==> src/rtl/mhpq_pkg.sv <==
// Shared types and constants of the min-heap priority queue.
// No dependencies; every other file but the assertion macros header imports it.
package mhpq_pkg;

    localparam int MHPQ_CAPACITY = 1024;
    localparam int MHPQ_CNT_W    = $clog2(MHPQ_CAPACITY + 1);
    localparam int KEY_W         = 16;
    localparam int COST_W        = 24;

    typedef enum logic [1:0] {
        ACT_PUSH  = 2'd0,
        ACT_POP   = 2'd1,
        ACT_RELAX = 2'd2,
        ACT_NOP   = 2'd3
    } t_action;

    typedef enum logic [1:0] {
        STAT_OK    = 2'd0,
        STAT_FULL  = 2'd1,
        STAT_EMPTY = 2'd2
    } t_status;

    typedef struct packed {
        logic [KEY_W-1:0]  key;
        logic              side;
        logic [COST_W-1:0] cost;
    } t_entry;

    // Controller states
    typedef enum logic [3:0] {
        S_IDLE,
        S_DISPATCH,
        S_PUSH,
        S_SU_START,
        S_SU,
        S_FIN,
        S_POP_RD,
        S_POP_LD,
        S_SD_ISSUE,
        S_SD_STEP,
        S_SCAN,
        S_RD0,
        S_REPORT
    } t_state;

    // One datapath operation per cycle
    typedef enum logic [3:0] {
        OP_NONE,
        OP_LOAD,
        OP_PUSH_INIT,
        OP_SU_ISSUE,
        OP_SU_STEP,
        OP_WRITE_CUR,
        OP_POP_ISSUE,
        OP_POP_LOAD,
        OP_SD_ISSUE,
        OP_SD_STEP,
        OP_SCAN_INIT,
        OP_SCAN_STEP,
        OP_RD0,
        OP_REPORT
    } t_op;

    typedef struct packed {
        t_op     op;
        t_status stat;
    } t_cmd;

    typedef struct packed {
        t_action act;
        logic    full;
        logic    empty;
        logic    pos_zero;
        logic    up_move;
        logic    par_zero;
        logic    down_end;
        logic    down_stop;
        logic    found;
        logic    scan_end;
        logic    out_free;
    } t_dp_stat;

endpackage

==> src/rtl/mhpq_ctrl.sv <==
// Controller of the min-heap priority queue: sequences push, pop, relax and report.
// Depends on mhpq_pkg; drives the datapath through t_cmd and reads t_dp_stat.
module mhpq_ctrl import mhpq_pkg::*; (
    input  logic     i_clk,
    input  logic     i_rst_n,
    input  logic     i_in_valid,
    output logic     o_in_ready,
    input  t_dp_stat i_stat,
    output t_cmd     o_cmd
);

    t_state  r_state, n_state;
    t_status r_status, n_status;

    // State and pending status register
    always_ff @(posedge i_clk) begin
        if (!i_rst_n) begin
            r_state  <= S_IDLE;
            r_status <= STAT_OK;
        end else begin
            r_state  <= n_state;
            r_status <= n_status;
        end
    end

    // Next state and command
    always_comb begin
        n_state     = r_state;
        n_status    = r_status;
        o_cmd.op    = OP_NONE;
        o_cmd.stat  = r_status;
        o_in_ready  = 1'b0;
        unique case (r_state)
            S_IDLE: begin
                o_in_ready = 1'b1;
                if (i_in_valid) begin
                    o_cmd.op = OP_LOAD;
                    n_status = STAT_OK;
                    n_state  = S_DISPATCH;
                end
            end
            S_DISPATCH: begin
                unique case (i_stat.act)
                    ACT_PUSH: begin
                        if (i_stat.full) begin
                            n_status = STAT_FULL;
                            n_state  = S_RD0;
                        end else begin
                            n_state = S_PUSH;
                        end
                    end
                    ACT_POP: begin
                        if (i_stat.empty) begin
                            n_status = STAT_EMPTY;
                            n_state  = S_RD0;
                        end else begin
                            n_state = S_POP_RD;
                        end
                    end
                    ACT_RELAX: begin
                        o_cmd.op = OP_SCAN_INIT;
                        n_state  = S_SCAN;
                    end
                    default: n_state = S_RD0;
                endcase
            end
            S_PUSH: begin
                o_cmd.op = OP_PUSH_INIT;
                n_state  = S_SU_START;
            end
            S_SU_START: begin
                if (i_stat.pos_zero) begin
                    o_cmd.op = OP_WRITE_CUR;
                    n_state  = S_RD0;
                end else begin
                    o_cmd.op = OP_SU_ISSUE;
                    n_state  = S_SU;
                end
            end
            S_SU: begin
                o_cmd.op = OP_SU_STEP;
                priority if (!i_stat.up_move) n_state = S_RD0;
                else if (i_stat.par_zero)     n_state = S_FIN;
                else                          n_state = S_SU;
            end
            S_FIN: begin
                o_cmd.op = OP_WRITE_CUR;
                n_state  = S_RD0;
            end
            S_POP_RD: begin
                o_cmd.op = OP_POP_ISSUE;
                n_state  = S_POP_LD;
            end
            S_POP_LD: begin
                o_cmd.op = OP_POP_LOAD;
                n_state  = S_SD_ISSUE;
            end
            S_SD_ISSUE: begin
                if (i_stat.down_end) begin
                    o_cmd.op = OP_WRITE_CUR;
                    n_state  = S_RD0;
                end else begin
                    o_cmd.op = OP_SD_ISSUE;
                    n_state  = S_SD_STEP;
                end
            end
            S_SD_STEP: begin
                o_cmd.op = OP_SD_STEP;
                n_state  = i_stat.down_stop ? S_RD0 : S_SD_ISSUE;
            end
            S_SCAN: begin
                o_cmd.op = OP_SCAN_STEP;
                priority if (i_stat.found) begin
                    n_state = S_SU_START;
                end else if (i_stat.scan_end) begin
                    if (i_stat.full) begin
                        n_status = STAT_FULL;
                        n_state  = S_RD0;
                    end else begin
                        n_state = S_PUSH;
                    end
                end else begin
                    n_state = S_SCAN;
                end
            end
            S_RD0: begin
                o_cmd.op = OP_RD0;
                n_state  = S_REPORT;
            end
            S_REPORT: begin
                if (i_stat.out_free) begin
                    o_cmd.op = OP_REPORT;
                    n_state  = S_IDLE;
                end
            end
            default: n_state = S_IDLE;
        endcase
    end

endmodule

==> config.mk <==
export PLATFORM = sky130hd
export DESIGN_NAME = mhpq_ctrl
export DESIGN_NICKNAME = d
export VERILOG_FILES = /design/src/rtl/mhpq_pkg.sv /design/src/rtl/mhpq_ctrl.sv
export SDC_FILE = /design/constraint.sdc
export NUM_CORES = 1
export LEC_CHECK = 0
export ABC_AREA = 1
export BUFFER_PORTS_ARGS = -buffer_cell sky130_fd_sc_hd__buf_2
export CAP_MARGIN = 0
export CORE_MARGIN = 2
export CORE_UTILIZATION = 44
export DETAILED_ROUTE_END_ITERATION = 8
export MAX_ROUTING_LAYER = met4
export PLACE_DENSITY = 0.83
export SYNTH_ARGS = -nofsm -noshare
export SYNTH_HDL_FRONTEND = slang
export SYNTH_SLANG_ARGS = --single-unit
==> constraint.sdc <==
create_clock -name i_clk -period 1.25 [get_ports i_clk]
set_input_delay 0.0625 -clock i_clk [delete_from_list [all_inputs] [get_ports i_clk]]
set_output_delay 0.0625 -clock i_clk [all_outputs]
set_load 0.02 [all_outputs]
==> summary.md, run 1 <==
| Metric | Value |
|---|---|
| Status | finished, violations left |
| Failing checks | setup timing |
| Sw Share | 0.511 |
| Clock tree from TritonCTS | yes |
| Clock Sinks | 6 |
| Hold Path Class | in2reg |
| Setup_tns | -1.22 ns |
| Final core occ | 0.797 |
| Total Wirelength | 2830 microns |
| Crit path top cell by count | buf_4 |
| DIE HEIGHT | 43.5 microns |
| Area share of fa/ha/maj cells after synthesis | 0 |
| Rows | 14 |
| Worst EP arrival | 1.45 ns |
| CP Cell Sequence | inv_2, buf_4, nor2_1, nor3b_2, o2111ai_1, buf_4 |
| Reg2reg end | r_status[1] |
| Cell family with most CP delay | buffers and inverters |
| Syn Nets | 142 |
| Combinational fraction of design power | 0.770 |
| Synth Area per Inst | 5.42 sq um |
| Filler instances | 100 |
| Startpoint types | flop |
| Sequential share of power | 0.160 |
| R2r setup slk | -0.13 ns |
| Hold Vio Cnt, Final | 0 |
| Met2 Use GR | 0.453 |
| Total gr overflow | 0 |
| Pre-Repair DR Iteration Count | 4 |
| Total CTS buffers | 3 |
| Setup violation total in the final timing report | 9 |
| Clock buffer depth | 2 |
| RR Startpoint | r_state[0] |
| Synth warnings | 0 |
| Initial core utilization | 0.462 |
| Share of the synthesized area in the top cell type | 0.196 |
| WHS Endpoint | r_status[1] |
| Hold_buf cts | 0 |
| ANT nets after route | 0 |
| DP HPWL | 1670 microns |
| Clk pwr share | 0.070 |
| Area Growth Syn to Fin | 72.4% |
| Clk slew on worst S/H paths | 0.05 ns |
| # diodes | 0 |
| Post-Synth Simple-Gate Area | 0.569 |
| Reg2reg path depth | 9 |
| Critical path required time | 1.19 ns |
| Layout cell share with drive strength beyond 1 | 0.518 |
| Final Non-Filler Cells | 186 |
| Max Freq | 662 MHz |
| Post-DP Area | 873 sq um |
| Final number of max-transition violations | 0 |
| H-tree Lvls | 1 |
| Most used DFF post-synth | dfxtp_1 |
| Post-Synth XOR/XNOR Area | 0 |
| Synth top area cells | nand2_1, dfxtp_1, nor2_1 |
| Post-synth EDFFs | 0 |
| Leak pwr | 0.630 nW |
| Slew HR | 0.797 |
| DRC violations left | 0 |
| Vias per cell | 5.62 |
| Global Route Usage Sum | 0.270 |
| Total number of vias | 1045 |
| Register area share after synthesis | 0.175 |
| Power Total | 2.55 mW |
| Post-Synthesis Cells | 127 |
| Fin crit period | 1.51 ns |
| Synth Register Bits | 6 |
| Max VDD drop | 0.00112 V |
| Async S/R FF share, synth | 0 |
| Skew-Pair Late Insertion Delay | 0.24 ns |
| Die Span X | 43.5 microns |
| Setup Skew | 0.00384 ns |
| Global-route wire length before repair | 3780 microns |
| Grt peak-use layer | met2 |
| Worst Slack Setup Final | -0.260 ns |
| Switching pwr | 1.31 mW |
| Mean routed wirelength per cell | 15.2 microns |
| Dpl cells | 172 |
| Die ar. | 1900 sq um |
| Number of global-route vias before repair | 883 |
| P per Cell Area | 2150 nW/um^2 |
| Maxcap violations | 0 |
| Number of distinct library cells after synthesis | 18 |
| DRT iter0 DRCs | 53 |
| Count leader, synth | nand2_1 |
| Largest net degree at the start of global routing | 7 |
| CP endpoint kind | output port |
| Port Buffers | 21 |
| Largest fanout on the critical path | 5 |
| Final period utilization | 1.21 |
| Type of the worst setup path | reg2out |
| Initial antenna violation count | 0 |
| Met1 usage | 0.326 |
| Post-Syn Area | 688 sq um |
| RSZ-0062 raised after global routing | yes |
| Routability cong. | 0.984 |
| Final instance area | 1190 sq um |
| Hold_sp | i_rst_n |
| CORE AREA | 1490 sq um |
| Pint | 1.25 mW |
| Slew @ Worst Pin | 0.303 ns |
| Combinational family with the most area after synthesis | simple AND/OR/NAND/NOR gates |
| Root buffer cell | clkbuf_4 |
| Compound-Gate Fraction of Synth Area | 0.142 |
| I/O Pins | 22 |
| CP bufs+invs | 3 |
| Synth area leader | nand2_1 |
| Slowest Stage Delay on Critical Path | 0.38 ns |
| Top cells by count, synth | nand2_1, nor2_1, inv_1 |
| Mux share of post-synthesis cell area | 0 |
| Global routing usage on met3 | 0.0542 |
| Final net count | 187 |
| Worst Hold Path Cells | 3 |
| Highest-delay cell along the critical path | dfxtp_4 |
## layout by cell type (no fill, tap or decap)
master,instances
a21oi_1,3
nand2_2,7
nand3_2,5
nand3_1,8
nand2_1,27
nand4_1,4
nor3b_2,1
nand2_4,5
nor2_1,12
nor2_4,11
inv_2,5
buf_6,7
dfxtp_4,4
buf_4,16
dfxtp_1,2
nor3_4,1
o21ai_0,5
nor2_2,2
clkbuf_4,3
inv_1,13
nor2b_4,1
inv_4,3
o2111ai_1,2
o21ai_1,2
buf_2,17
o211ai_1,4
## sequential cells by signal, indices dropped and copies added (netlist names)
register,flops
r_state,4
r_status,2
## worst register-to-register path: cells and delay by family, from the launching register on
kind | cells | cell delay, ns
buffers and inverters | 2 | 0.24
DFF | 1 | 0.38
and+or+nand+nor | 7 | 0.66
## metrics by stage
step / setup WS, ns / hold WS [ns]
after floorplan: 0.0153 / 0.198
after global placement: -0.0942 / 0.324
after detailed placement: -0.113 / 0.323
after CTS: -0.182 / 0.0737
after global routing: -0.291 / 0.0899
final: -0.260 / 0.0808
## metal layers
layer  routed length [microns]  part of all wire
met1                      1160              0.41
met5                         0                 0
met3                       167             0.059
met4                        25            0.0088
met2                      1470              0.52
## power groups by stage
stage	sequential, mW	combinational, mW	clock, mW
2_1_floorplan	0.335	0.899	0
3_3_place_gp	0.328	1.30	0
3_5_place_dp	0.335	1.32	0
4_1_cts	0.377	1.52	0.178
5_1_grt	0.419	2.08	0.201
6_report	0.408	1.97	0.179
## cell type report
class / instances / area, sq um / area share
Multi-Input combinational cell: 100 / 638 / 0.538
Timing Repair Buffer: 40 / 284 / 0.239
Sequential cell: 6 / 135 / 0.114
Inverter: 21 / 86.3 / 0.0728
Clock buffer: 3 / 22.5 / 0.0190
Tap cell: 16 / 20.0 / 0.0169
## worst max path at each step
stage / from / to / slack, ns / cells after the start
after detailed placement: r_state[1] / r_status[1] / -0.11 / 8
after global routing: r_state[0] / o_cmd[2] / -0.29 / 6
after CTS: r_state[2] / o_cmd[2] / -0.18 / 7
after global placement: r_state[1] / o_cmd[2] / -0.09 / 5
after floorplan: r_state[0] / o_cmd[5] / 0.02 / 5
final: r_state[0] / o_cmd[2] / -0.26 / 6
## timing repair
action / in CTS / in global routing
setup endpoints to repair: 10 / 11
gates resized for setup: 35 / 33
pin swaps: 9 / 23
buffers inserted: 5 / 7
gates cloned: 0 / 0
## logic make-up after synthesis
group,Yosys count
AND/OR/NAND/NOR,84
AO/OA/AOI/OAI,16
flip-flops,6
buffers and inverters,21
(Power assumes the default switching activity.)
==> run 2: changes to the inputs <==
==> config.mk (replaced) <==
export PLATFORM = sky130hd
export DESIGN_NAME = mhpq_ctrl
export DESIGN_NICKNAME = d
export VERILOG_FILES = /design/src/rtl/mhpq_pkg.sv /design/src/rtl/mhpq_ctrl.sv
export SDC_FILE = /design/constraint.sdc
export NUM_CORES = 1
export LEC_CHECK = 0
export BUFFER_PORTS_ARGS = -buffer_cell sky130_fd_sc_hd__clkbuf_2
export CAP_MARGIN = 0
export CORE_MARGIN = 2
export CORE_UTILIZATION = 46
export DETAILED_ROUTE_END_ITERATION = 8
export MAX_ROUTING_LAYER = met4
export PLACE_DENSITY = 0.85
export SYNTH_ARGS = -nofsm -noshare
export SYNTH_HDL_FRONTEND = slang
export SYNTH_SLANG_ARGS = --single-unit
==> constraint.sdc (replaced) <==
create_clock -name i_clk -period 1.25 [get_ports i_clk]
set_input_delay 0.0625 -clock i_clk [delete_from_list [all_inputs] [get_ports i_clk]]
set_output_delay 0.0625 -clock i_clk [all_outputs]
set_load 0.1 [all_outputs]
==> summary.md, run 2 <==
| Metric | Value |
|---|---|
| Layout cell share with drive strength beyond 1 | 0.632 (was 0.518) |
| Share of the synthesized area in the top cell type | 0.156 (was 0.196) |
| Synth warnings | 0 (unchanged) |
| I/O Pins | 22 (unchanged) |
| Final number of max-transition violations | 0 (unchanged) |
| ANT nets after route | 0 (unchanged) |
| # diodes | 0 (unchanged) |
| Clock tree from TritonCTS | yes (unchanged) |
| Global routing usage on met3 | 0.0720 (was 0.0542) |
| H-tree Lvls | 1 (unchanged) |
| CP bufs+invs | 3 (unchanged) |
| Top flop regs | r_state (4), r_status (2) (unchanged) |
| Total gr overflow | 0 (unchanged) |
| Compound-Gate Fraction of Synth Area | 0.377 (was 0.142) |
| Met1 usage | 0.522 (was 0.326) |
| Critical path required time | 1.19 ns (about the same) |
| Post-Synth XOR/XNOR Area | 0.0114 (was 0) |
| Global-route wire length before repair | 6050 microns (was 3780 microns) |
| Number of distinct library cells after synthesis | 42 (was 18) |
| CP Cell Sequence | buf_4, nor2_2, buf_4, xor2_2, a21oi_4, buf_12 (was inv_2, buf_4, nor2_1, nor3b_2, o2111ai_1, buf_4) |
| DRT iter0 DRCs | 112 (was 53) |
| Cell family with most CP delay | buffers and inverters (unchanged) |
| Post-Synth Simple-Gate Area | 0.350 (was 0.569) |
| Post-synth EDFFs | 0 (unchanged) |
| Combinational family with the most area after synthesis | compound AO/OA/AOI/OAI gates (was simple AND/OR/NAND/NOR gates) |
| Skew-Pair Late Insertion Delay | 0.26 ns (was 0.24 ns) |
| Die Span X | 44.9 microns (was 43.5 microns) |
| Most used DFF post-synth | dfxtp_1 (unchanged) |
| Setup violation total in the final timing report | 11 (was 9) |
| Slew HR | 0.603 (was 0.797) |
| Global Route Usage Sum | 0.435 (was 0.270) |
| Failing checks | setup timing (unchanged) |
| Largest fanout on the critical path | 12 (was 5) |
| Total Wirelength | 5030 microns (was 2830 microns) |
| Hold Vio Cnt, Final | 0 (unchanged) |
| Area share of fa/ha/maj cells after synthesis | 0 (unchanged) |
| Total CTS buffers | 3 (unchanged) |
| Grt peak-use layer | met2 (unchanged) |
| Count leader, synth | a21oi_1 (was nand2_1) |
| Port Buffers | 21 (unchanged) |
| Slew @ Worst Pin | 0.590 ns (was 0.303 ns) |
| DRC violations left | 0 (unchanged) |
| Worst Slack Setup Final | -0.500 ns (was -0.260 ns) |
| Status | finished, violations left (unchanged) |
| Max Freq | 571 MHz (was 662 MHz) |
| Final net count | 180 (was 187) |
| Maxcap violations | 0 (unchanged) |
| Post-Syn Area | 769 sq um (was 688 sq um) |
| Synth top area cells | dfxtp_1, a21oi_1, nor2b_1 (was nand2_1, dfxtp_1, nor2_1) |
| CORE AREA | 1540 sq um (was 1490 sq um) |
| Vias per cell | 7.61 (was 5.62) |
| Clock Sinks | 6 (unchanged) |
| Met2 Use GR | 0.699 (was 0.453) |
| Largest net degree at the start of global routing | 14 (was 7) |
| Routability cong. | 0.908 (was 0.984) |
| RSZ-0062 raised after global routing | yes (unchanged) |
| Final period utilization | 1.40 (was 1.21) |
| Synth area leader | dfxtp_1 (was nand2_1) |
| Commonest non-fill, non-tap cell in the layout | buf_4 (was nand2_1) |
| DIE HEIGHT | 44.9 microns (was 43.5 microns) |
| Mux share of post-synthesis cell area | 0.0293 (was 0) |
| CP endpoint kind | output port (unchanged) |
| Number of global-route vias before repair | 1194 (was 883) |
| Area Growth Syn to Fin | 96.6% (was 72.4%) |
| Hold_buf cts | 0 (unchanged) |
| Mean routed wirelength per cell | 28.1 microns (was 15.2 microns) |
| Filler instances | 19 (was 100) |
| Clk slew on worst S/H paths | 0.06 ns (was 0.05 ns) |
| Root buffer cell | clkbuf_4 (unchanged) |
| Rows | 14 (unchanged) |
| Top reg by flops | r_state (unchanged) |
| Die ar. | 2020 sq um (was 1900 sq um) |
| Commonest cells after routing, fill and taps aside | buf_4, clkbuf_2, buf_6, nand2_1 (was nand2_1, buf_2, buf_4, inv_1, nor2_1) |
| Startpoint types | flop (unchanged) |
| Async S/R FF share, synth | 0 (unchanged) |
| Syn Nets | 126 (was 142) |
| Top cells by count, synth | a21oi_1, buf_2, nand2_1, nor2b_1, nor2_1 (was nand2_1, nor2_1, inv_1) |
| Clock buffer depth | 2 (unchanged) |
| Initial core utilization | 0.499 (was 0.462) |
| Pre-Repair DR Iteration Count | 5 (was 4) |
| Type of the worst setup path | reg2out (unchanged) |
| Synth Area per Inst | 6.93 sq um (was 5.42 sq um) |
| Highest-delay cell along the critical path | dfxtp_2 (was dfxtp_4) |
| Post-Synthesis Cells | 111 (was 127) |
| Crit path top cell by count | buf_4 (unchanged) |
| Fin crit period | 1.75 ns (was 1.51 ns) |
| Worst EP arrival | 1.69 ns (was 1.45 ns) |
| Setup Skew | 0.00154 ns (was 0.00384 ns) |
| Setup_tns | -3.23 ns (was -1.22 ns) |
| Total number of vias | 1363 (was 1045) |
| Register area share after synthesis | 0.156 (was 0.175) |
| Slowest Stage Delay on Critical Path | 0.33 ns (was 0.38 ns) |
| DP HPWL | 1990 microns (was 1670 microns) |
| Initial antenna violation count | 0 (unchanged) |
| Synth Register Bits | 6 (unchanged) |
| Flip-flop count of the largest register after layout | 4 (unchanged) |
| Hold Path Class | in2reg (unchanged) |
-- run 2: cell count changes after synthesis, sizes merged, moves of 3 or more --
cell	before	now
nor2	25	7
nand2	39	8
o21a	0	3
a21oi	3	10
nor2b	1	8
nand3b	0	5
buf	0	8
nand4	4	1
nand3	13	4
inv	21	5
nand2b	0	5
-- run 2: cell families after synthesis --
group | after synthesis
buffers and inverters | 13
flip-flops | 6
AND/OR/NAND/NOR | 48
XOR/XNOR | 1
AO/OA/AOI/OAI | 41
multiplexers | 2
-- run 2: final cells by class --
| class | instances | area (sq um) | area share |
|---|---|---|---|
| Multi-Input combinational cell | 92 | 811 | 0.536 |
| Inverter | 5 | 25.0 | 0.0165 |
| Timing Repair Buffer | 57 | 499 | 0.330 |
| Clock buffer | 3 | 22.5 | 0.0149 |
| Tap cell | 16 | 20.0 | 0.0132 |
| Sequential cell | 6 | 135 | 0.0893 |
-- run 2: path summary, 6_finish.rpt --
path                             startpoint           to  slack [ns]  cells after the start
worst max register to register   r_state[2]   r_state[1]       -0.39                      5
worst min-delay path              i_stat[8]  r_status[1]        0.08                      2
worst min register to register  r_status[0]  r_status[0]        0.64                      2
worst max-delay path             r_state[2]     o_cmd[2]       -0.50                      6
-- run 2: per-layer routing --
| metal | part of all wire | up-vias |
|---|---|---|
| li1 | - | 523 |
| met1 | 0.31 | 579 |
| met2 | 0.41 | 181 |
| met3 | 0.14 | 80 |
| met4 | 0.13 | 0 |
| met5 | 0 | - |
-- run 2: repair_timing --
action                                 4_1_cts  5_1_grt
pin swaps                                   13       13
endpoints found under the hold margin        0        0
setup endpoints to repair                   11       11
cloned                                       0        0
setup buffers                               14        2
resized for setup                           35       18
-- run 2: stage by stage --
step           area, sq um  setup WS [ns]   util  hold WS, ns  instances
2_1_floorplan          886         -0.150      -        0.180        111
3_3_place_gp          1160         -0.152  0.750        0.339        160
3_5_place_dp          1160         -0.175  0.750        0.356        160
4_1_cts               1420         -0.436  0.919       0.0952        177
5_1_grt               1510         -0.514  0.981        0.100        179
6_report              1510         -0.500  0.981       0.0838        179
Power of run 2 is not shown: default switching activity piles up to over one toggle a cycle in this logic, so the estimate is an artifact.
==> run 3: changes to the inputs <==
--- a/config.mk
+++ b/config.mk
@@ -5,13 +5,14 @@
 export SDC_FILE = /design/constraint.sdc
 export NUM_CORES = 1
 export LEC_CHECK = 0
+export ABC_AREA = 1
 export BUFFER_PORTS_ARGS = -buffer_cell sky130_fd_sc_hd__clkbuf_2
 export CAP_MARGIN = 0
 export CORE_MARGIN = 2
-export CORE_UTILIZATION = 46
+export CORE_UTILIZATION = 44
 export DETAILED_ROUTE_END_ITERATION = 8
 export MAX_ROUTING_LAYER = met4
-export PLACE_DENSITY = 0.85
+export PLACE_DENSITY = 0.83
 export SYNTH_ARGS = -nofsm -noshare
 export SYNTH_HDL_FRONTEND = slang
 export SYNTH_SLANG_ARGS = --single-unit
==> summary.md, run 3 (same netlist as run 1, synthesis figures left out) <==
| Metric | Value |
|---|---|
| DRC violations left | 0 (unchanged) |
| Number of global-route vias before repair | 991 (was 1194) |
| Clk slew on worst S/H paths | 0.05 ns (was 0.06 ns) |
| Root buffer cell | clkbuf_4 (unchanged) |
| DRT iter0 DRCs | 57 (was 112) |
| Slew HR | 0.796 (was 0.603) |
| RR Startpoint | r_state[1] (was r_state[2]) |
| Setup Skew | 0.00484 ns (was 0.00154 ns) |
| Power Total | 3.92 mW |
| Crit path launch | r_state[3] (was r_state[2]) |
| Total number of vias | 1137 (was 1363) |
| CP bufs+invs | 3 (unchanged) |
| Hold Path Class | in2reg (unchanged) |
| Slew @ Worst Pin | 0.305 ns (was 0.590 ns) |
| Port Buffers | 21 (unchanged) |
| Die ar. | 1900 sq um (was 2020 sq um) |
| CP endpoint kind | output port (unchanged) |
| Clock buffer depth | 2 (unchanged) |
| Max Freq | 616 MHz (was 571 MHz) |
| Highest-delay cell along the critical path | dfxtp_4 (was dfxtp_2) |
| Max VDD drop | 0.00220 V |
| Setup_tns | -2.21 ns (was -3.23 ns) |
| Flip-flop count of the largest register after layout | 4 (unchanged) |
| Total Wirelength | 3360 microns (was 5030 microns) |
| Status | finished, violations left (unchanged) |
| CP Cell Sequence | buf_4, nand2_4, nor2_2, nor2_1, buf_4, o2111ai_4, buf_12 (was buf_4, nor2_2, buf_4, xor2_2, a21oi_4, buf_12) |
| Global-route wire length before repair | 3920 microns (was 6050 microns) |
| # diodes | 0 (unchanged) |
| Total gr overflow | 0 (unchanged) |
| Rows | 14 (unchanged) |
| Critical path required time | 1.19 ns (about the same) |
| Fin crit period | 1.62 ns (was 1.75 ns) |
| Reg2reg end | r_state[0] (was r_state[1]) |
| Area Growth Syn to Fin | 99.6% (was 96.6%) |
| Slowest Stage Delay on Critical Path | 0.39 ns (was 0.33 ns) |
| Final net count | 193 (was 180) |
| Initial antenna violation count | 0 (unchanged) |
| Top reg by flops | r_state (unchanged) |
| Routability cong. | 0.917 (was 0.908) |
| Die Span X | 43.5 microns (was 44.9 microns) |
| DP HPWL | 1960 microns (was 1990 microns) |
| Final period utilization | 1.30 (was 1.40) |
| Hold Vio Cnt, Final | 0 (unchanged) |
| Cell family with most CP delay | buffers and inverters (unchanged) |
| Skew-Pair Late Insertion Delay | 0.25 ns (was 0.26 ns) |
| I/O Pins | 22 (unchanged) |
| Commonest cells after routing, fill and taps aside | nand2_1, buf_4, nor2_1, clkbuf_2 (was buf_4, clkbuf_2, buf_6, nand2_1) |
| Failing checks | setup timing (unchanged) |
| R2r setup slk | -0.21 ns (was -0.39 ns) |
| Top flop regs | r_state (4), r_status (2) (unchanged) |
| Clock tree from TritonCTS | yes (unchanged) |
| Commonest non-fill, non-tap cell in the layout | nand2_1 (was buf_4) |
| Largest fanout on the critical path | 4 (was 12) |
| Pre-Repair DR Iteration Count | 5 (unchanged) |
| CP Depth | 7 (was 6) |
| CORE AREA | 1490 sq um (was 1540 sq um) |
| Global Route Usage Sum | 0.283 (was 0.435) |
| Leak pwr | 0.687 nW |
| Worst EP arrival | 1.56 ns (was 1.69 ns) |
| ANT nets after route | 0 (unchanged) |
| Type of the worst setup path | reg2out (unchanged) |
| Largest net degree at the start of global routing | 8 (was 14) |
| DIE HEIGHT | 43.5 microns (was 44.9 microns) |
| Crit path top cell by count | buf_4 (unchanged) |
| Final number of max-transition violations | 0 (unchanged) |
| Layout cell share with drive strength beyond 1 | 0.588 (was 0.632) |
| Maxcap violations | 0 (unchanged) |
| Hold_buf cts | 0 (unchanged) |
| Total CTS buffers | 3 (unchanged) |
| Dpl ws | -0.153 ns (was -0.175 ns) |
| H-tree Lvls | 1 (unchanged) |
| Setup violation total in the final timing report | 11 (unchanged) |
| Reg2reg path depth | 10 (was 5) |
| Crit path capture | o_cmd[5] (was o_cmd[2]) |
| Worst hold slack | 0.0657 ns (was 0.0838 ns) |
| RSZ-0062 raised after global routing | yes (unchanged) |
| Clock Sinks | 6 (unchanged) |
| Vias per cell | 5.89 (was 7.61) |
| Startpoint types | flop (unchanged) |
| P per Cell Area | 2850 nW/um^2 |
| Initial core utilization | 0.462 (was 0.499) |
| Mean routed wirelength per cell | 17.4 microns (was 28.1 microns) |
| Worst Slack Setup Final | -0.373 ns (was -0.500 ns) |
[run 3: cell types whose count changed in the layout (fill, tap and decap cells not counted), moves of 4 or more]
cell | before | now
buf_4 | 24 | 19
inv_1 | 2 | 11
inv_2 | 1 | 5
nand2_1 | 7 | 23
nand2_2 | 1 | 11
nand2_4 | 0 | 5
nand2b_1 | 5 | 0
nand3_1 | 3 | 7
nand3b_1 | 5 | 0
nor2_1 | 3 | 14
nor2_4 | 3 | 9
nor2b_1 | 5 | 0
[run 3: per-layer routing]
metal / part of all wire / global-route usage / vias up / wire length (microns)
met3: 0.072 / 0.0250 / 16 / 240
li1: - / - / 519 / -
met1: 0.38 / 0.312 / 520 / 1290
met5: 0 / - / - / 0
met4: 0.038 / 0.188 / 0 / 129
met2: 0.50 / 0.476 / 82 / 1690
[run 3: worst min-delay path by stage]
stage / from / cells past startpoint / endpoint / slack, ns
after detailed placement: i_rst_n / 3 / r_status[1] / 0.30
after global placement: i_rst_n / 3 / r_status[1] / 0.30
after CTS: i_rst_n / 3 / r_status[1] / 0.05
after floorplan: i_rst_n / 2 / r_status[1] / 0.19
after global routing: i_rst_n / 3 / r_status[1] / 0.09
final: i_rst_n / 3 / r_status[1] / 0.07
[run 3: area by class of cell]
| class | count | area (sq um) |
|---|---|---|
| multi-input cells | 100 | 694 |
| repair buffers | 46 | 403 |
| flip-flops and latches | 6 | 138 |
| fillers | 53 | 115 |
| inverters | 21 | 92.6 |
| clock buffers | 4 | 26.3 |
| well taps | 16 | 20.0 |
[run 3: report_power, final]
group | switching [mW] | total (mW) | internal (mW)
Combinational | 2.03 | 3.31 | 1.28
Sequential | 0.129 | 0.408 | 0.279
Clock | 0.0748 | 0.196 | 0.121
[run 3: stage by stage]
stage,util,instances,cell area (sq um)
floorplan,-,127,787
global placement,0.737,178,1100
detailed placement,0.737,178,1100
CTS,0.795,185,1180
global route,0.923,193,1370
finish,0.923,193,1370
[run 3: what timing repair did]
action / in CTS / in global routing
resized for setup: 11 / 36
endpoints found under the setup margin: 10 / 11
setup buffers: 3 / 9
pin swaps: 5 / 13
[run 3: worst min-delay path: stages]
cell and delay, ns:
clkbuf_2 0.09, o21ai_1 0.07, nor2_1 0.05
